==> src/hw/rtl/assert_macros.svh <==
// Assertion helpers shared by the RTL files.
`ifndef ASSERT_MACROS_SVH
`define ASSERT_MACROS_SVH

`ifndef SYNTHESIS

// Clocked property, disabled while the active-low reset is asserted.
`define CLSR_ASSERT_RST(lbl, clk, rst_n, prop, msg) \
  lbl: assert property (@(posedge clk) disable iff (!rst_n) prop) else $error(msg);

// Clocked property checked at every edge, reset included.
`define CLSR_ASSERT_CLK(lbl, clk, prop, msg) \
  lbl: assert property (@(posedge clk) prop) else $error(msg);

`else

`define CLSR_ASSERT_RST(lbl, clk, rst_n, prop, msg)

`define CLSR_ASSERT_CLK(lbl, clk, prop, msg)

`endif

`endif

==> src/hw/rtl/clsr_pkg.sv <==
`timescale 1ns / 1ps

package clsr_pkg;

  localparam int StateW = 31;
  localparam int FracW  = 32;
  localparam int MulW   = 16;
  localparam int FoldW  = 8;

  localparam int TableDepth = 32;
  localparam int SlotW      = $clog2(TableDepth);

  localparam logic [StateW-1:0] ModA = 31'd2147483563;
  localparam logic [StateW-1:0] ModB = 31'd2147483399;
  localparam logic [MulW-1:0]   MulA = 16'd40014;
  localparam logic [MulW-1:0]   MulB = 16'd40692;

  localparam logic [StateW-1:0] FirstReset  = 31'd1;
  localparam logic [StateW-1:0] SecondReset = 31'd123456789;
  localparam logic [StateW-1:0] SeedReset   = 31'd1;

  // 2^31 is congruent to these small values modulo the two moduli.
  localparam logic [FoldW-1:0] FoldA = FoldW'((64'd1 << StateW) - 64'(ModA));
  localparam logic [FoldW-1:0] FoldB = FoldW'((64'd1 << StateW) - 64'(ModB));

  localparam int ProdW = StateW + MulW;

  // Slot index: output divided by SlotDiv through a rounded-up reciprocal.
  localparam longint unsigned SlotDiv =
    64'd1 + (64'(ModA) - 64'd1) / 64'(TableDepth);
  localparam int SlotShift = StateW + $clog2(SlotDiv);
  localparam longint unsigned SlotRecip =
    ((64'd1 << SlotShift) + SlotDiv - 64'd1) / SlotDiv;
  localparam int RecipW    = $clog2(SlotRecip + 64'd1);
  localparam int SlotProdW = StateW + RecipW;
  localparam logic [RecipW-1:0] SlotMul = RecipW'(SlotRecip);

  // Fraction: raw * 2^32 / ModA = 2 * raw + (FracK * raw) / ModA.
  localparam logic [FoldW:0] FracK     = {FoldA, 1'b0};
  localparam int             FracProdW = StateW + FoldW + 1;
  localparam logic [FracW-1:0] FracCap = 32'd4294966780;

  localparam int WarmSteps = TableDepth + 8;
  localparam int WarmCntW  = $clog2(WarmSteps);

  typedef struct packed {
    logic                seed_load;
    logic                gen_mul;
    logic                warm_step;
    logic                gen_step;
    logic                mix;
    logic                frac_mul;
    logic                rsp_load;
    logic [WarmCntW-1:0] warm_idx;
  } clsr_cmd_t;

  typedef struct packed {
    logic rsp_busy;
  } clsr_status_t;

endpackage

==> src/hw/rtl/clsr_if.sv <==
`timescale 1ns / 1ps

interface clsr_req_if;
  logic valid;
  logic ready;
  logic restart;

  modport source (output valid, output restart, input ready);
  modport sink (input valid, input restart, output ready);
endinterface

interface clsr_rsp_if;
  import clsr_pkg::*;

  logic              valid;
  logic              ready;
  logic [StateW-1:0] raw_value;
  logic [FracW-1:0]  fraction;

  modport source (output valid, output raw_value, output fraction, input ready);
  modport sink (input valid, input raw_value, input fraction, output ready);
endinterface

interface clsr_cfg_if;
  import clsr_pkg::*;

  logic              valid;
  logic              ready;
  logic [StateW-1:0] seed;

  modport source (output valid, output seed, input ready);
  modport sink (input valid, input seed, output ready);
endinterface

==> src/hw/rtl/clsr_ram.sv <==
`timescale 1ns / 1ps

module clsr_ram #(
  parameter int Width = 8,
  parameter int Depth = 16
) (
  input  logic                     clk_i,
  input  logic                     we_i,
  input  logic [$clog2(Depth)-1:0] waddr_i,
  input  logic [Width-1:0]         wdata_i,
  input  logic [$clog2(Depth)-1:0] raddr_i,
  output logic [Width-1:0]         rdata_o
);

  logic [Width-1:0] mem_q [Depth];
  logic [Width-1:0] rdata_q;

  always_ff @(posedge clk_i) begin
    if (we_i) begin
      mem_q[waddr_i] <= wdata_i;
    end
    rdata_q <= mem_q[raddr_i];
  end

  assign rdata_o = rdata_q;

endmodule

==> src/hw/rtl/clsr_ctrl.sv <==
`timescale 1ns / 1ps
`include "assert_macros.svh"

module clsr_ctrl (
  input  logic                    clk_i,
  input  logic                    rst_ni,
  clsr_req_if.sink                req_i,
  output clsr_pkg::clsr_cmd_t     cmd_o,
  input  clsr_pkg::clsr_status_t  status_i
);
  import clsr_pkg::*;

  typedef enum logic [8:0] {
    StIdle     = 9'b000000001,
    StSeed     = 9'b000000010,
    StWarmMul  = 9'b000000100,
    StWarmRed  = 9'b000001000,
    StMul      = 9'b000010000,
    StRed      = 9'b000100000,
    StMix      = 9'b001000000,
    StFracMul  = 9'b010000000,
    StOut      = 9'b100000000
  } clsr_state_e;

  clsr_state_e         state_q, state_d;
  logic [WarmCntW-1:0] cnt_q, cnt_d;

  assign req_i.ready = (state_q == StIdle);

  always_comb begin
    state_d        = state_q;
    cnt_d          = cnt_q;
    cmd_o          = '0;
    cmd_o.warm_idx = cnt_q;
    unique case (state_q)
      StIdle: begin
        if (req_i.valid) begin
          state_d = req_i.restart ? StSeed : StMul;
        end
      end
      StSeed: begin
        cmd_o.seed_load = 1'b1;
        cnt_d           = WarmCntW'(WarmSteps - 1);
        state_d         = StWarmMul;
      end
      StWarmMul: begin
        cmd_o.gen_mul = 1'b1;
        state_d       = StWarmRed;
      end
      StWarmRed: begin
        cmd_o.warm_step = 1'b1;
        if (cnt_q == '0) begin
          state_d = StMul;
        end else begin
          cnt_d   = cnt_q - WarmCntW'(1);
          state_d = StWarmMul;
        end
      end
      StMul: begin
        cmd_o.gen_mul = 1'b1;
        state_d       = StRed;
      end
      StRed: begin
        cmd_o.gen_step = 1'b1;
        state_d        = StMix;
      end
      StMix: begin
        cmd_o.mix = 1'b1;
        state_d   = StFracMul;
      end
      StFracMul: begin
        cmd_o.frac_mul = 1'b1;
        state_d        = StOut;
      end
      StOut: begin
        if (!status_i.rsp_busy) begin
          cmd_o.rsp_load = 1'b1;
          state_d        = StIdle;
        end
      end
      default: begin
        state_d = StIdle;
      end
    endcase
  end

  always_ff @(posedge clk_i or negedge rst_ni) begin
    if (!rst_ni) begin
      state_q <= StIdle;
      cnt_q   <= '0;
    end else begin
      state_q <= state_d;
      cnt_q   <= cnt_d;
    end
  end

  `CLSR_ASSERT_CLK(cmd_quiet_in_reset_a, clk_i, !rst_ni |-> (cmd_o == '0), "command issued in reset")

endmodule

==> src/hw/rtl/clsr_dpath.sv <==
`timescale 1ns / 1ps
`include "assert_macros.svh"

module clsr_dpath (
  input  logic                    clk_i,
  input  logic                    rst_ni,
  input  clsr_pkg::clsr_cmd_t     cmd_i,
  output clsr_pkg::clsr_status_t  status_o,
  clsr_cfg_if.sink                cfg_i,
  clsr_rsp_if.source              rsp_o
);
  import clsr_pkg::*;

  // Reduces a 47-bit product by folding the upper bits with 2^31 mod m.
  function automatic logic [StateW-1:0] fold_mod(input logic [ProdW-1:0]  p,
                                                 input logic [FoldW-1:0]  k,
                                                 input logic [StateW-1:0] m);
    logic [MulW+FoldW-1:0] upper;
    logic [StateW:0]       sum;
    upper = p[ProdW-1:StateW] * k;
    sum   = {1'b0, p[StateW-1:0]} + (StateW + 1)'(upper);
    if (sum >= {1'b0, m}) begin
      fold_mod = StateW'(sum - {1'b0, m});
    end else begin
      fold_mod = sum[StateW-1:0];
    end
  endfunction

  logic [StateW-1:0]     seed_q;
  logic [StateW-1:0]     x1_q, x1_d;
  logic [StateW-1:0]     x2_q, x2_d;
  logic [StateW-1:0]     shuf_q, shuf_d;
  logic [TableDepth-1:0] valid_q, valid_d;
  logic                  rsp_valid_q, rsp_valid_d;

  logic [ProdW-1:0]      prod1_q, prod2_q;
  logic [SlotProdW-1:0]  slot_prod_q;
  logic [FracProdW-1:0]  frac_prod_q;
  logic [StateW-1:0]     rsp_raw_q;
  logic [FracW-1:0]      rsp_frac_q;

  logic [StateW-1:0]     seed_eff;
  logic [StateW-1:0]     red1, red2;
  logic [SlotW-1:0]      slot;
  logic                  warm_wr;
  logic                  ram_we;
  logic [SlotW-1:0]      ram_waddr;
  logic [StateW-1:0]     ram_wdata;
  logic [StateW-1:0]     ram_rdata;
  logic [StateW-1:0]     entry;
  logic [StateW-1:0]     mixed;

  logic [FoldW:0]        frac_hi;
  logic [2*FoldW:0]      frac_fold;
  logic [StateW:0]       frac_low;
  logic                  frac_carry;
  logic [FracW:0]        frac_sum;
  logic [FracW-1:0]      frac_val;

  assign cfg_i.ready = 1'b1;

  assign seed_eff = (seed_q == '0) ? StateW'(1) : seed_q;
  assign red1     = fold_mod(prod1_q, FoldA, ModA);
  assign red2     = fold_mod(prod2_q, FoldB, ModB);
  assign slot     = slot_prod_q[SlotShift +: SlotW];

  assign warm_wr   = cmd_i.warm_step && (cmd_i.warm_idx < WarmCntW'(TableDepth));
  assign ram_we    = warm_wr || cmd_i.mix;
  assign ram_waddr = cmd_i.mix ? slot : cmd_i.warm_idx[SlotW-1:0];
  assign ram_wdata = cmd_i.mix ? x1_q : red1;

  clsr_ram #(
    .Width (StateW),
    .Depth (TableDepth)
  ) u_table (
    .clk_i   (clk_i),
    .we_i    (ram_we),
    .waddr_i (ram_waddr),
    .wdata_i (ram_wdata),
    .raddr_i (slot),
    .rdata_o (ram_rdata)
  );

  // An entry that was never written reads as zero.
  assign entry = valid_q[slot] ? ram_rdata : '0;

  always_comb begin
    if (entry > x2_q) begin
      mixed = entry - x2_q;
    end else begin
      mixed = ModA - (x2_q - entry) - StateW'(1);
    end
  end

  always_comb begin
    frac_hi    = frac_prod_q[FracProdW-1:StateW];
    frac_fold  = frac_hi * FoldA;
    frac_low   = {1'b0, frac_prod_q[StateW-1:0]} + (StateW + 1)'(frac_fold);
    frac_carry = (frac_low >= {1'b0, ModA});
    frac_sum   = {1'b0, shuf_q, 1'b0} + (FracW + 1)'(frac_hi) + (FracW + 1)'(frac_carry);
    if (frac_sum > {1'b0, FracCap}) begin
      frac_val = FracCap;
    end else begin
      frac_val = frac_sum[FracW-1:0];
    end
  end

  always_comb begin
    x1_d    = x1_q;
    x2_d    = x2_q;
    shuf_d  = shuf_q;
    valid_d = valid_q;
    if (cmd_i.seed_load) begin
      x1_d = seed_eff;
      x2_d = seed_eff;
    end
    if (cmd_i.warm_step) begin
      x1_d = red1;
      if (cmd_i.warm_idx == '0) begin
        shuf_d = red1;
      end
    end
    if (cmd_i.gen_step) begin
      x1_d = red1;
      x2_d = red2;
    end
    if (cmd_i.mix) begin
      shuf_d = mixed;
    end
    if (ram_we) begin
      valid_d[ram_waddr] = 1'b1;
    end
  end

  always_comb begin
    rsp_valid_d = rsp_valid_q;
    if (cmd_i.rsp_load) begin
      rsp_valid_d = 1'b1;
    end else if (rsp_o.ready) begin
      rsp_valid_d = 1'b0;
    end
  end

  always_ff @(posedge clk_i or negedge rst_ni) begin
    if (!rst_ni) begin
      seed_q      <= SeedReset;
      x1_q        <= FirstReset;
      x2_q        <= SecondReset;
      shuf_q      <= '0;
      valid_q     <= '0;
      rsp_valid_q <= 1'b0;
    end else begin
      if (cfg_i.valid && cfg_i.ready) begin
        seed_q <= cfg_i.seed;
      end
      x1_q        <= x1_d;
      x2_q        <= x2_d;
      shuf_q      <= shuf_d;
      valid_q     <= valid_d;
      rsp_valid_q <= rsp_valid_d;
    end
  end

  always_ff @(posedge clk_i) begin
    if (cmd_i.gen_mul) begin
      prod1_q     <= x1_q * MulA;
      prod2_q     <= x2_q * MulB;
      slot_prod_q <= shuf_q * SlotMul;
    end
    if (cmd_i.frac_mul) begin
      frac_prod_q <= shuf_q * FracK;
    end
    if (cmd_i.rsp_load) begin
      rsp_raw_q  <= shuf_q;
      rsp_frac_q <= frac_val;
    end
  end

  assign status_o.rsp_busy = rsp_valid_q && !rsp_o.ready;

  assign rsp_o.valid     = rsp_valid_q;
  assign rsp_o.raw_value = rsp_raw_q;
  assign rsp_o.fraction  = rsp_frac_q;

  `CLSR_ASSERT_RST(cmd_excl_a, clk_i, rst_ni, $onehot0({cmd_i.seed_load, cmd_i.gen_mul, cmd_i.warm_step, cmd_i.gen_step, cmd_i.mix, cmd_i.frac_mul, cmd_i.rsp_load}), "overlapping datapath commands")
  `CLSR_ASSERT_RST(gen_range_a, clk_i, rst_ni, cmd_i.gen_step |=> (x1_q < ModA) && (x2_q < ModB), "generator state not reduced")
  `CLSR_ASSERT_RST(raw_range_a, clk_i, rst_ni, rsp_o.valid |-> (rsp_o.raw_value != '0) && (rsp_o.raw_value < ModA), "raw value out of range")
  `CLSR_ASSERT_RST(frac_cap_a, clk_i, rst_ni, rsp_o.valid |-> (rsp_o.fraction <= FracCap), "fraction above cap")

endmodule

==> src/hw/rtl/combined_lcg_shuffled_random.sv <==
// A beat without restart runs multiply, fold and reduce, mix, fraction multiply
// and output. A beat with restart first takes one seed load and 40 warm-up steps,
// each a multiply, then fold and reduce; the last 32 of them fill the table.
// No new beat is taken until the last result is loaded, which waits for ready.
// Reset (asynchronous, active low): seed 1, generators 1 and 123456789,
// previous output 0, and every table entry reads as zero until written.
`timescale 1ns / 1ps

module combined_lcg_shuffled_random (
  input  logic        clk_i,
  input  logic        rst_ni,
  clsr_req_if.sink    req_i,
  clsr_rsp_if.source  rsp_o,
  clsr_cfg_if.sink    cfg_i
);
  import clsr_pkg::*;

  clsr_cmd_t    cmd;
  clsr_status_t status;

  clsr_ctrl u_ctrl (
    .clk_i    (clk_i),
    .rst_ni   (rst_ni),
    .req_i    (req_i),
    .cmd_o    (cmd),
    .status_i (status)
  );

  clsr_dpath u_dpath (
    .clk_i    (clk_i),
    .rst_ni   (rst_ni),
    .cmd_i    (cmd),
    .status_o (status),
    .cfg_i    (cfg_i),
    .rsp_o    (rsp_o)
  );

endmodule
==> src/flat_wrapper.sv <==
// flat-port wrapper written by rule: the top's interface ports become plain ports
module combined_lcg_shuffled_random_flat import clsr_pkg::*;
  (clk_i, rst_ni, req_i_valid, req_i_restart, req_i_ready, rsp_o_valid, rsp_o_raw_value, rsp_o_fraction, rsp_o_ready, cfg_i_valid, cfg_i_seed, cfg_i_ready);
  clsr_req_if req_i_i ();
  clsr_rsp_if rsp_o_i ();
  clsr_cfg_if cfg_i_i ();
  input  logic clk_i;
  input  logic rst_ni;
  input wire logic [$bits(req_i_i.valid)-1:0] req_i_valid;
  input wire logic [$bits(req_i_i.restart)-1:0] req_i_restart;
  output wire logic [$bits(req_i_i.ready)-1:0] req_i_ready;
  output wire logic [$bits(rsp_o_i.valid)-1:0] rsp_o_valid;
  output wire logic [$bits(rsp_o_i.raw_value)-1:0] rsp_o_raw_value;
  output wire logic [$bits(rsp_o_i.fraction)-1:0] rsp_o_fraction;
  input wire logic [$bits(rsp_o_i.ready)-1:0] rsp_o_ready;
  input wire logic [$bits(cfg_i_i.valid)-1:0] cfg_i_valid;
  input wire logic [$bits(cfg_i_i.seed)-1:0] cfg_i_seed;
  output wire logic [$bits(cfg_i_i.ready)-1:0] cfg_i_ready;
  assign req_i_i.valid = req_i_valid;
  assign req_i_i.restart = req_i_restart;
  assign req_i_ready = req_i_i.ready;
  assign rsp_o_valid = rsp_o_i.valid;
  assign rsp_o_raw_value = rsp_o_i.raw_value;
  assign rsp_o_fraction = rsp_o_i.fraction;
  assign rsp_o_i.ready = rsp_o_ready;
  assign cfg_i_i.valid = cfg_i_valid;
  assign cfg_i_i.seed = cfg_i_seed;
  assign cfg_i_ready = cfg_i_i.ready;
  combined_lcg_shuffled_random u_core (.clk_i(clk_i), .rst_ni(rst_ni), .req_i(req_i_i), .rsp_o(rsp_o_i), .cfg_i(cfg_i_i));
endmodule
==> config.mk <==
export PLATFORM = sky130hd
export DESIGN_NAME = combined_lcg_shuffled_random_flat
export DESIGN_NICKNAME = d
export VERILOG_FILES = /design/src/hw/rtl/clsr_pkg.sv /design/src/hw/rtl/clsr_if.sv /design/src/hw/rtl/clsr_ram.sv /design/src/hw/rtl/clsr_ctrl.sv /design/src/hw/rtl/clsr_dpath.sv /design/src/hw/rtl/combined_lcg_shuffled_random.sv /design/src/flat_wrapper.sv
export VERILOG_INCLUDE_DIRS = /design/src /design/src/hw/rtl
export SDC_FILE = /design/constraint.sdc
export NUM_CORES = 2
export LEC_CHECK = 0
export ABC_AREA = 1
export BUFFER_PORTS_ARGS = -buffer_cell sky130_fd_sc_hd__buf_2
export CELL_PAD_IN_SITES_DETAIL_PLACEMENT = 1
export CELL_PAD_IN_SITES_GLOBAL_PLACEMENT = 1
export CORE_ASPECT_RATIO = 0.8
export CORE_MARGIN = 3
export CORE_UTILIZATION = 51
export DETAILED_ROUTE_END_ITERATION = 12
export PLACE_DENSITY_LB_ADDON = 0.1
export SETUP_SLACK_MARGIN = 0.3
export SYNTH_ARGS = -nofsm -noshare
export SYNTH_HDL_FRONTEND = slang
export SYNTH_SLANG_ARGS = --single-unit
==> constraint.sdc <==
create_clock -name clk_i -period 7.65 [get_ports clk_i]
set_input_delay 0.765 -clock clk_i [delete_from_list [all_inputs] [get_ports clk_i]]
set_output_delay 0.765 -clock clk_i [all_outputs]
set_load 0.02 [all_outputs]
==> results.yml <==
floorplan:
  die_area_um2: 186900
  die_w_um: 482.6
  io-pin-count: 103
  start_util_pct: 51.49
  coreArea_um2: 180000
  dieHeight_um: 387.3
  row_count: 139
layout:
  nets: 10960
  layout.cells.non_filler: 12100
  fin_area_um2: 101700
  synthToLayoutAreaGrowth_pct: 9.691
  drive_gt1_share_pct: 6.898
logic_synthesis:
  dominantRegCellSynth: "edfxtp_1"
  seq_area_frac_synth_pct: 43.86
  yosysWarnings: 0
  synth_edf_count: 1189
  syn_area_um2: 92680
  synth_nets: 10840
  ys_types: 70
  synthCells: 9459
  async_flop_share_pct: 12.36
  avgSynthCellArea_um2: 9.798
  ys_ff_latch: 1392
place:
  placed_area_um2: 96620
  hpwl_um: 237300
  place_ws_ns: 0.1826
  dp_cells: 11830
  place.port_buffers: 101
  place.gp.congestion: 0.9222
timing:
  worstMarginPinSlew_ns: 1.258
  hold_viol: 0
  finalCriticalPeriod_ns: 6.852
  fmax_ghz: 0.1459
  post-route-period-util_pct: 89.57
  skew_ns: 0.07854
  setup_violations: 0
  slew_headroom_pct: 15.97
  rsz0062_at_grt: "false"
  fin_setup_tns_ns: 0
  report.final.slew_viol_count: 0
  fin_ws_ns: 0.7982
routing:
  wirelength_um: 323900
  dr.first_iter.drc_count: 7294
  dr.pass1.iters: 6
  drc: 0
  wl_per_cell_um: 26.78
  vias: 72740
  vias_per_cell: 6.013
  antenna_left: 0
hold_path:
  hold_path_class: "input port to flip-flop"
  hold_depth: 3
setup_path:
  regToRegSetupSlack_ns: 0.80
  ff2ff_path_depth: 40
  endpoint_kind: "flip-flop"
  cp-start-kind: "flip-flop"
  critPathMaxFanout: 13
  cpMaxStageDelayCell: "fa_1"
  slowest_delay_ns: 0.55
  worstPathRequired_ns: 8.15
  cp_data_arrival_time_ns: 7.35
  critical_path_class: "flip-flop to flip-flop"
global_routing:
  grt_max_degree: 182
  grtUsageTotal_pct: 34.57
  antenna_found_initial: 15
  grt_overflow_total: 0
  grt_pass1_vias: 75850
  grt_pass1_wl_um: 486200
clock_network:
  clk_pin_slew_ns: 0.06
  ctsRootBufferMaster: "clkbuf_16"
  clk_path_buf_depth: 3
  cts_made_buffers: 145
  clkSinkCount: 1392
  cts-htree-levels: 4
  cts_tree: "yes"
  insertion_delay_ns: 0.84
run_status:
  status: "finished clean"
run:
  cap_viol_max_count: 0
layout make-up:
class	instances	area, µm²
clock buffers	195	3926
well taps	2397	2999
fillers	19910	78340
multi-input cells	6341	45910
flip-flops and latches	1392	40650
repair buffers	262	1804
diodes	1	2.502
inverters	1439	5419
clock inverters	70	948.4
worst max-delay path: cells and delay by family, from the launching register on:
family | cells | cell delay, ns
buf+inv | 8 | 0.80
flops | 1 | 0.40
fa+ha+maj | 7 | 2.50
simple gates | 21 | 2.42
xor+xnor | 2 | 0.26
compound gates | 2 | 0.20
routing by layer:
| layer | vias up | GRT usage [%] | wire (µm) |
|---|---|---|---|
| li1 | 32220 | - | - |
| met1 | 36980 | 50.55 | 142100 |
| met2 | 2991 | 53.14 | 145200 |
| met3 | 542 | 5.772 | 26350 |
| met4 | 4 | 9.894 | 10250 |
| met5 | - | 0 | 25 |
path summary, 6_finish.rpt:
check / start / to
min in group asynchronous: rst_ni / u_core.u_dpath.shuf_q[11]
max in group asynchronous: rst_ni / u_core.u_dpath.seed_q[10]
hold / removal: cfg_i_seed[18] / u_core.u_dpath.seed_q[18]
hold reg to reg: u_core.u_dpath.valid_q[9] / u_core.u_dpath.valid_q[9]
setup / recovery: u_core.u_dpath.frac_prod_q[33] / u_core.u_dpath.rsp_o.fraction[4]
setup reg to reg: u_core.u_dpath.frac_prod_q[33] / u_core.u_dpath.rsp_o.fraction[4]
through the flow:
stage	utilization (%)	hold WS, ns
floorplan	-	0.4240
global placement	53.67	0.4449
detailed placement	53.67	0.4500
CTS	56.40	0.1408
global route	56.48	0.1688
finish	56.48	0.1903
synth_stat cells, types with 7 or more instances:
cell | instances | area share, %
o21a_1 | 13 | 0.11
a31oi_1 | 60 | 0.41
nand2_1 | 1396 | 5.7
buf_2 | 14 | 0.076
dfstp_2 | 19 | 0.54
xor2_1 | 158 | 1.5
dfxtp_1 | 31 | 0.67
edfxtp_1 | 1189 | 39
o221ai_1 | 186 | 1.8
ha_1 | 816 | 11
o21bai_1 | 16 | 0.13
o21ai_0 | 805 | 4.3
or2_2 | 34 | 0.23
inv_2 | 13 | 0.053
nor2_2 | 12 | 0.081
a221oi_1 | 7 | 0.066
nand2_2 | 16 | 0.11
buf_1 | 18 | 0.073
a32oi_1 | 25 | 0.24
dfrtp_1 | 153 | 4.1
nand3_1 | 393 | 2.1
a21o_1 | 28 | 0.23
fa_1 | 530 | 11
a21oi_1 | 324 | 1.7
o211ai_1 | 32 | 0.26
nor2_1 | 1023 | 4.1
xnor2_1 | 60 | 0.57
nand3_2 | 8 | 0.086
nor3_1 | 80 | 0.43
nand3b_1 | 11 | 0.089
o22ai_1 | 94 | 0.63
inv_1 | 1421 | 5.8
nor4_1 | 24 | 0.16
nand4_1 | 79 | 0.53
o21ai_1 | 31 | 0.17
clkbuf_1 | 247 | 1.0
o2111ai_1 | 8 | 0.076
a21boi_0 | 13 | 0.11
cell usage in the layout (no fill, tap or decap), types with 94 or more instances in the layout:
cell and n:
o221ai_1 186, a21oi_1 323, inv_1 1419, dfrtp_1 153, o21ai_0 797, nand3_1 391, buf_2 100, nand2_1 1390
clkbuf_16 145, ha_1 813, fa_1 529, xor2_1 155, buf_4 153, edfxtp_1 1189, nor2_1 986, o22ai_1 94
cell families (layout without fill, tap and decap cells):
kind of cell | after synthesis | in the layout | synth area share [%]
other cells | 1 | 2 | 0.004046
simple gates | 3099 | 3099 | 13.88
xor+xnor | 223 | 223 | 2.184
fa+ha+maj | 1346 | 1346 | 22.46
buf+inv | 1726 | 1966 | 7.066
compound gates | 1672 | 1672 | 10.54
flops | 1392 | 1392 | 43.86
timing repair:
item / CTS / global route
buffers inserted: 0 / 5
hold endpoints to repair: 33 / 0
hold buffers: 1 / 0
resized for setup: 6 / 23
endpoints found under the setup margin: 30 / 64
pin swaps: 0 / 6
flip-flops by register name (all words and copies together) (netlist names), 6 cells and up:
register,flops
u_core.u_dpath.u_table.mem_q,992
u_core.u_dpath.prod1_q,46
u_core.u_dpath.prod2_q,45
u_core.u_dpath.frac_prod_q,38
u_core.u_dpath.rsp_o.fraction,32
u_core.u_dpath.valid_q,32
u_core.u_dpath.rsp_o.raw_value,31
u_core.u_dpath.seed_q,31
u_core.u_dpath.shuf_q,31
u_core.u_dpath.u_table.rdata_o,31
u_core.u_dpath.x1_q,31
u_core.u_dpath.x2_q,31
u_core.u_ctrl.state_q,9
u_core.u_ctrl.cnt_q,6
Power is not shown: default switching activity piles up to over one toggle a cycle in this logic, so the estimate is an artifact.
